`src/rtl/core/lrs_ram.sv`:
```
module lrs_ram #(
  parameter int unsigned DEPTH = 64,
  parameter int unsigned WIDTH = 8,
  localparam int unsigned AddrW = (DEPTH > 1) ? $clog2(DEPTH) : 1
) (
  input  logic             clk_i,
  input  logic             we_i,
  input  logic [AddrW-1:0] waddr_i,
  input  logic [WIDTH-1:0] wdata_i,
  input  logic [AddrW-1:0] raddr_i,
  output logic [WIDTH-1:0] rdata_o
);

  logic [WIDTH-1:0] mem_q [DEPTH];
  logic [WIDTH-1:0] rdata_q;

  always_ff @(posedge clk_i) begin
    if (we_i) begin
      mem_q[waddr_i] <= wdata_i;
    end
    rdata_q <= mem_q[raddr_i];
  end

  assign rdata_o = rdata_q;

endmodule

```
`config.mk`:
```
export PLATFORM = sky130hd
export DESIGN_NAME = lrs_ram
export DESIGN_NICKNAME = d
export VERILOG_FILES = /design/src/rtl/core/lrs_ram.sv
export SDC_FILE = /design/constraint.sdc
export NUM_CORES = 1
export LEC_CHECK = 0
export CAP_MARGIN = 30
export CORE_MARGIN = 2
export CORE_UTILIZATION = 52
export DETAILED_ROUTE_END_ITERATION = 7
export DONT_BUFFER_PORTS = 1
export GPL_TIMING_DRIVEN = 0
export PLACE_DENSITY = 0.73
export RECOVER_POWER = 100
export SLEW_MARGIN = 20
export SYNTH_ARGS = -nofsm -noshare
export SYNTH_HDL_FRONTEND = slang
export SYNTH_SLANG_ARGS = --single-unit
```
`constraint.sdc`:
```
create_clock -name clk_i -period 2.5 [get_ports clk_i]
set_input_delay 0.5 -clock clk_i [delete_from_list [all_inputs] [get_ports clk_i]]
set_output_delay 0.5 -clock clk_i [all_outputs]
set_load 0.05 [all_outputs]
```
# After elaboration in Yosys (flattened, before gate mapping)
# Memories as Yosys holds them, arrays and structs flattened. A register that Yosys moved wholly into a read port is not among the register bits.
# Cells that the tools add are included.
# classes
mux	2
# ops
cell	n
$mux 1	2
# totals
register_bits	0
ram_bits	512
in_bits	22
output_inout_bits	8
wordCells	3
memories	1
# mem_list
name	words	width	read_ports	rd_clocked_by_memory_dff	wr	line	text
mem_q	64	8	1	1	1	14	logic [WIDTH-1:0] mem_q [DEPTH];

# Depth between registers and ports, before layout
# Gate-level depths: netlist of the first run.
# depth
depth_word	2
ltp_mapped	9
ltp_nobuf	5

# Least setup slack after synthesis of the first run
# OpenSTA, ideal clock, no wires.
# synth_timing
kind	input port to flip-flop
startpoint	input port raddr_i[1]
endpoint	register rdata_q[3] (netlist: rdata_o[3]) (read register of mem_q)
setup_ns	0.128
arrival_ns	2.040
required_ns	2.372
setup_slack_ns	0.332
stages	7
n_path_buf	3
path_cell_list	buf_4 > buf_2 > buf_2 > mux4_2 > mux4_2 > o21ai_1 > o41ai_1
# synth_lines
element	line	text
start: declaration	10	input logic [AddrW-1:0] raddr_i,
end: declaration	15	logic [WIDTH-1:0] rdata_q;

==> impl_metrics.tcl, run 1 <==
set metrics [dict create \
    layout.nets 1013 \
    crit_end "rdata_o[4]" \
    slowest_delay_ns 0.58 \
    drt-initial-drc-count 1520 \
    path_delay_family "buffers and inverters" \
    tightest_slew_ns 1.214 \
    power.density_nw_per_um2 785.3 \
    reg2reg_slack_ns 0.38 \
    synth_fa_ha_area_share_pct 0 \
    cp.depth 8 \
    pre_cts_ws_ns -0.8287 \
    die-area_um2 40370 \
    clk_latency_ns 0.57 \
    rows 72 \
    area_growth_pct 10.83 \
    cts_max_level 2 \
    slew_headroom_pct 18.46 \
    cap_violations 0 \
    dr_total_vias 9791 \
    rr_endpoint "rdata_o[4]" \
    first_global_vias 9832 \
    grt_max_degree 65 \
    skew_ns 0.01215 \
    path_buf_inv 3 \
    rsz0062_at_grt "no" \
    critPathMaxFanout 10 \
    end_kind "register" \
    synth-seq-cells 520 \
    post-route-period-util_pct 98.78 \
    path_clk_slew_ns 0.06 \
    grtUsageTotal_pct 23.32 \
    synth-compound-area-share_pct 2.072 \
    crit_type "input port to register" \
    post_cts_buffers 0 \
    die_x_um 200.9 \
    cts_root_buf "clkbuf_16" \
    cts_tree "done" \
    route.detailed.drc 0 \
    path_cells "buf_4 -> buf_2 -> clkdlybuf4s18_2 -> nand2_1 -> a211oi_1 -> nor4_1 -> nor3_1 -> o32ai_2" \
    startpoint_type "input port" \
    finalSetupViolations 0 \
    routed_wirelength_um 45840 \
    irDropWorstVdd_mv 0.4896 \
    min_path_type "input port to register" \
    synth_top_family_by_area "multiplexers" \
    io_pins 30 \
    coreArea_um2 38470 \
    cts_hold_buf 0 \
    wire_per_inst_um 29.57 \
    grt_antenna_before_repair 3 \
    via_per_inst 6.317 \
    hold_viol 0 \
    slew_violations 0 \
    synth.avg_cell_area_um2 21.45 \
    cts_inserted_buffers 49 \
    critPathRequiredTime_ns 2.92 \
    clockBufferDepth 3 \
    clock-sinks 520 \
    start_util_pct 52.43 \
    cts.repair.resized 5 \
    worst_slack_ns 0.03049 \
    leakage_uw 0.006873 \
    firstDrtPassIters 5 \
    min_period_ns 2.470 \
    max_freq_ghz 0.4049 \
    yosys.area_share.simple_pct 3.388 \
    crit_start "raddr_i[1]" \
    synth.distinct_cells 40 \
    netlist_area_um2 20170 \
    portBuffers 0 \
    die_h_um 200.9 \
    drive_above_1_share_pct 23.08 \
    synth_sequential_area_ratio_pct 77.03 \
    final_common_cell "edfxtp_1" \
    cp.arrival_ns 2.89 \
    status "finished clean" \
    hpwl_um 28700 \
    grt_first_pass_wirelength_um 67270 \
    grt_remaining_overflow 0 \
    synthCells 940 \
    yosysWarnings 0 \
    synth-xor-area-share_pct 0 \
    muxShareOfSynthArea_pct 15.94 \
    reg2regPathDepth 5 \
    ant_nets 0 \
    synth_nets 962 \
    layout_common_cells "edfxtp_1 (512), mux4_2 (126), nor2_1 (83)" \
    globalplace.congestion 0.9257 \
    hold_ws_ns 0.02843 \
    crit-reg2reg-launch "mem_q[21][4]" \
    crit_slowest_cell "clkdlybuf4s18_2" \
]
-- cell type report --
type | instances | area (µm²)
antenna | 1 | 2.502
buffer | 50 | 322.8
clock buffer | 65 | 1329
clock inverter | 26 | 175.2
fill | 2705 | 16120
multi-input combinational | 369 | 4335
sequential | 520 | 15530
tap | 518 | 648.1
timing repair buffer | 1 | 3.754
-- stage by stage --
step	total power [µW]	cell area (µm²)	util [%]	setup TNS, ns	cells
2_1_floorplan	10420	20170	-	0	940
3_3_place_gp	10670	20820	54.11	-23.89	1458
3_5_place_dp	10680	20830	54.14	-43.00	1458
4_1_cts	17580	22350	58.10	0	1549
5_1_grt	17970	22350	58.10	0	1549
6_report	17550	22350	58.11	0	1550
-- synth_stat cells (all sizes together) --
master | count | area, µm²
o2bb2ai | 3 | 26.28
nand4b | 1 | 8.760
o311ai | 1 | 8.760
a31oi | 1 | 6.260
nand3 | 13 | 65.06
a221oi | 6 | 52.55
nor2 | 83 | 311.6
mux4 | 126 | 2838
nand4 | 2 | 12.51
dfxtp | 8 | 160.2
mux2 | 13 | 146.4
or3 | 1 | 6.260
nand2 | 19 | 71.32
o22ai | 8 | 50.05
nor3 | 7 | 35.03
o21ai | 4 | 20.02
a21oi | 3 | 15.01
o21a | 2 | 15.01
nand3b | 3 | 22.52
o32ai | 2 | 17.52
a22oi | 3 | 22.52
buf | 34 | 252.7
o41ai | 2 | 17.52
o2111ai | 3 | 26.28
a211oi | 4 | 30.03
nand2b | 7 | 43.79
o221a | 2 | 22.52
o221ai | 8 | 70.07
nor4 | 2 | 12.51
clkbuf | 17 | 63.81
and2 | 1 | 6.260
nor2b | 14 | 87.58
edfxtp | 512 | 15370
a2111oi | 2 | 17.52
mux2i | 23 | 230.2
-- kinds of logic (layout without fill, tap and decap cells) --
group           Yosys count  count (layout)
compound gates           54              54
buf+inv                  51             142
flops                   520             520
mux                     162             162
other cells               0               1
simple gates            153             153
-- flip-flops by register name (all words and copies together) (netlist names) --
signal and cells:
rdata_o 8, mem_q 512
-- report_power, final --
| part | internal [µW] | total [µW] | switching, µW |
|---|---|---|---|
| clock network | 3940 | 7040 | 3100 |
| registers | 9650 | 9730 | 79.8 |
| logic | 324 | 782 | 458 |
| total | 13900 | 17600 | 3640 |
-- worst min path at each step --
stage / to / depth (start not counted) / startpoint
after floorplan: mem_q[0][0] / 0 / wdata_i[0]
after global placement: mem_q[50][7] / 0 / wdata_i[7]
after detailed placement: mem_q[51][7] / 0 / wdata_i[7]
after CTS: mem_q[20][1] / 0 / wdata_i[1]
after global routing: mem_q[20][1] / 0 / wdata_i[1]
final: mem_q[51][7] / 0 / wdata_i[7]
-- metal layers --
metal / vias to the layer above / GRT usage, % / wire length, µm
li1: 4030 / - / -
met3: 85 / 6.039 / 5294
met1: 5079 / 33.56 / 17620
met4: 4 / 7.037 / 1293
met2: 593 / 35.65 / 21600
met5: - / 0 / 25
(Power assumes the default switching activity.)
==> run 2: changes to the inputs <==
RECOVER_POWER = default   (was 100)
==> run 2 against run 1 <==
Net effect: count of clock-buffer cells in the layout did not move; register-to-register slack barely moved; sequential share of layout area barely moved; die area did not move; clock power barely moved; final cell count did not move; via count rose by 0.64%; maximum frequency rose by 0.81%; highest routed layer unchanged.
==> impl_metrics.tcl, run 2 (same netlist as run 1, synthesis figures left out) <==
set metrics [dict create \
    slew_headroom_pct 34.78 \
    crit_type "input port to register" \
    clk_latency_ns 0.57 \
    hold_viol 0 \
    multiInputGateArea_um2 4345 \
    die_h_um 200.9 \
    cp.arrival_ns 2.85 \
    dp_cells 1458 \
    first_global_vias 9832 \
    power.density_nw_per_um2 784.9 \
    status "finished clean" \
    worst_slack_ns 0.05027 \
    hold_ws_ns 0.02709 \
    seq_area_um2 15530 \
    top_register "mem_q" \
    min_to "mem_q[51][7]" \
    layout_common_cells "edfxtp_1 (512), mux4_2 (126), nor2_1 (83)" \
    postLayoutCoreUtil_pct 58.14 \
    drive_above_1_share_pct 23.47 \
    firstDrtPassIters 5 \
    reg2reg_slack_ns 0.39 \
    crit-reg2reg-launch "mem_q[21][6]" \
    rsz0062_at_grt "no" \
    die-area_um2 40370 \
    startpoint_type "input port" \
    portBuffers 0 \
    irDropWorstVdd_mv 0.4923 \
    cap_violations 0 \
    drt-initial-drc-count 1570 \
    grt_antenna_before_repair 3 \
    slew_violations 0 \
    whs_path_depth 0 \
    globalplace.congestion 0.9257 \
    layout.nets 1013 \
    hpwl_um 28700 \
    cts_hold_buf 0 \
    max_freq_ghz 0.4082 \
    area_growth_pct 10.90 \
    start_util_pct 52.43 \
    reg2regPathDepth 5 \
    cts_max_level 2 \
    coreArea_um2 38470 \
    min_period_ns 2.450 \
    cts_inserted_buffers 49 \
    cts_tree "done" \
    rows 72 \
    clockBufferDepth 3 \
    grt_remaining_overflow 0 \
    cts_root_buf "clkbuf_16" \
    largest_reg_flops 512 \
    skew_ns 0.01258 \
    critPathRequiredTime_ns 2.90 \
    grtUsageTotal_pct 23.32 \
    min_path_type "input port to register" \
    final_cells 1550 \
    finalSetupViolations 0 \
    route.detailed.drc 0 \
    min-delay-start "wdata_i[7]" \
    io_pins 30 \
    final_common_cell "edfxtp_1" \
    via_per_inst 6.357 \
    ant_nets 0 \
    clock-sinks 520 \
    critPathMaxFanout 10 \
    tightest_slew_ns 0.9747 \
    die_x_um 200.9 \
    grt_first_pass_wirelength_um 67270 \
    end_kind "register" \
    post-route-period-util_pct 97.99 \
    dr_total_vias 9854 \
    wire_per_inst_um 29.60 \
    routed_wirelength_um 45880 \
    grt_max_degree 65 \
    leakage_uw 0.006880 \
    pre_cts_ws_ns -0.8287 \
    path_clk_slew_ns 0.06 \
    rr_endpoint "rdata_o[6]" \
    fillers 2703 \
]
==> run 2: cell type report <==
class                   count  area share [%]
diodes                      1         0.01119
flip-flops and latches    520           69.46
plain buffers              50           1.443
clock inverters            26          0.7832
multi-input cells         369           19.43
repair buffers              1         0.03357
well taps                 518           2.898
clock buffers              65           5.941
==> run 2: power breakdown <==
| part | total [µW] | switching [µW] | internal [µW] | leakage (µW) |
|---|---|---|---|---|
| Clock | 7050 | 3100 | 3940 | 0.000733 |
| Combinational | 784 | 459 | 325 | 0.00147 |
| Sequential | 9730 | 79.8 | 9650 | 0.00467 |
==> run 2: critical path, stage by stage <==
cell and delay, ns:
buf_4 0.20, buf_4 0.33, buf_4 0.30, buf_2 0.37, mux4_2 0.37, mux2i_1 0.35, a21oi_1 0.11, o21ai_1 0.14
o41ai_2 0.16
==> run 2: per-layer routing <==
metal | share of wire [%] | up-vias | track usage, %
met5 | 0.039 | - | 0
met4 | 2.8 | 4 | 7.037
met3 | 11 | 86 | 6.039
met2 | 47 | 585 | 35.65
met1 | 39 | 5145 | 33.56
li1 | - | 4034 | -
==> run 2: through the flow <==
stage                     TNS [ns]  power [µW]  instance area, µm²
after floorplan                  0       10420               20170
after global placement      -23.89       10670               20820
after detailed placement    -43.00       10680               20830
after CTS                        0       17580               22350
after global routing             0       17970               22360
final                            0       17550               22370
==> run 2: worst max-delay path by stage <==
stage	end	cells after the start	slack, ns	start
floorplan	rdata_o[3]	7	0.33	raddr_i[1]
global placement	rdata_o[5]	7	-0.79	raddr_i[2]
detailed placement	rdata_o[5]	7	-0.83	raddr_i[2]
CTS	rdata_o[7]	9	0.03	raddr_i[1]
global route	rdata_o[7]	8	0.005	raddr_i[1]
finish	rdata_o[5]	9	0.05	raddr_i[1]
==> run 2: what timing repair did <==
action / 4_1_cts / 5_1_grt
endpoints found under the setup margin: 5 / 7
resized for setup: 5 / 3
setup buffers: 0 / 0
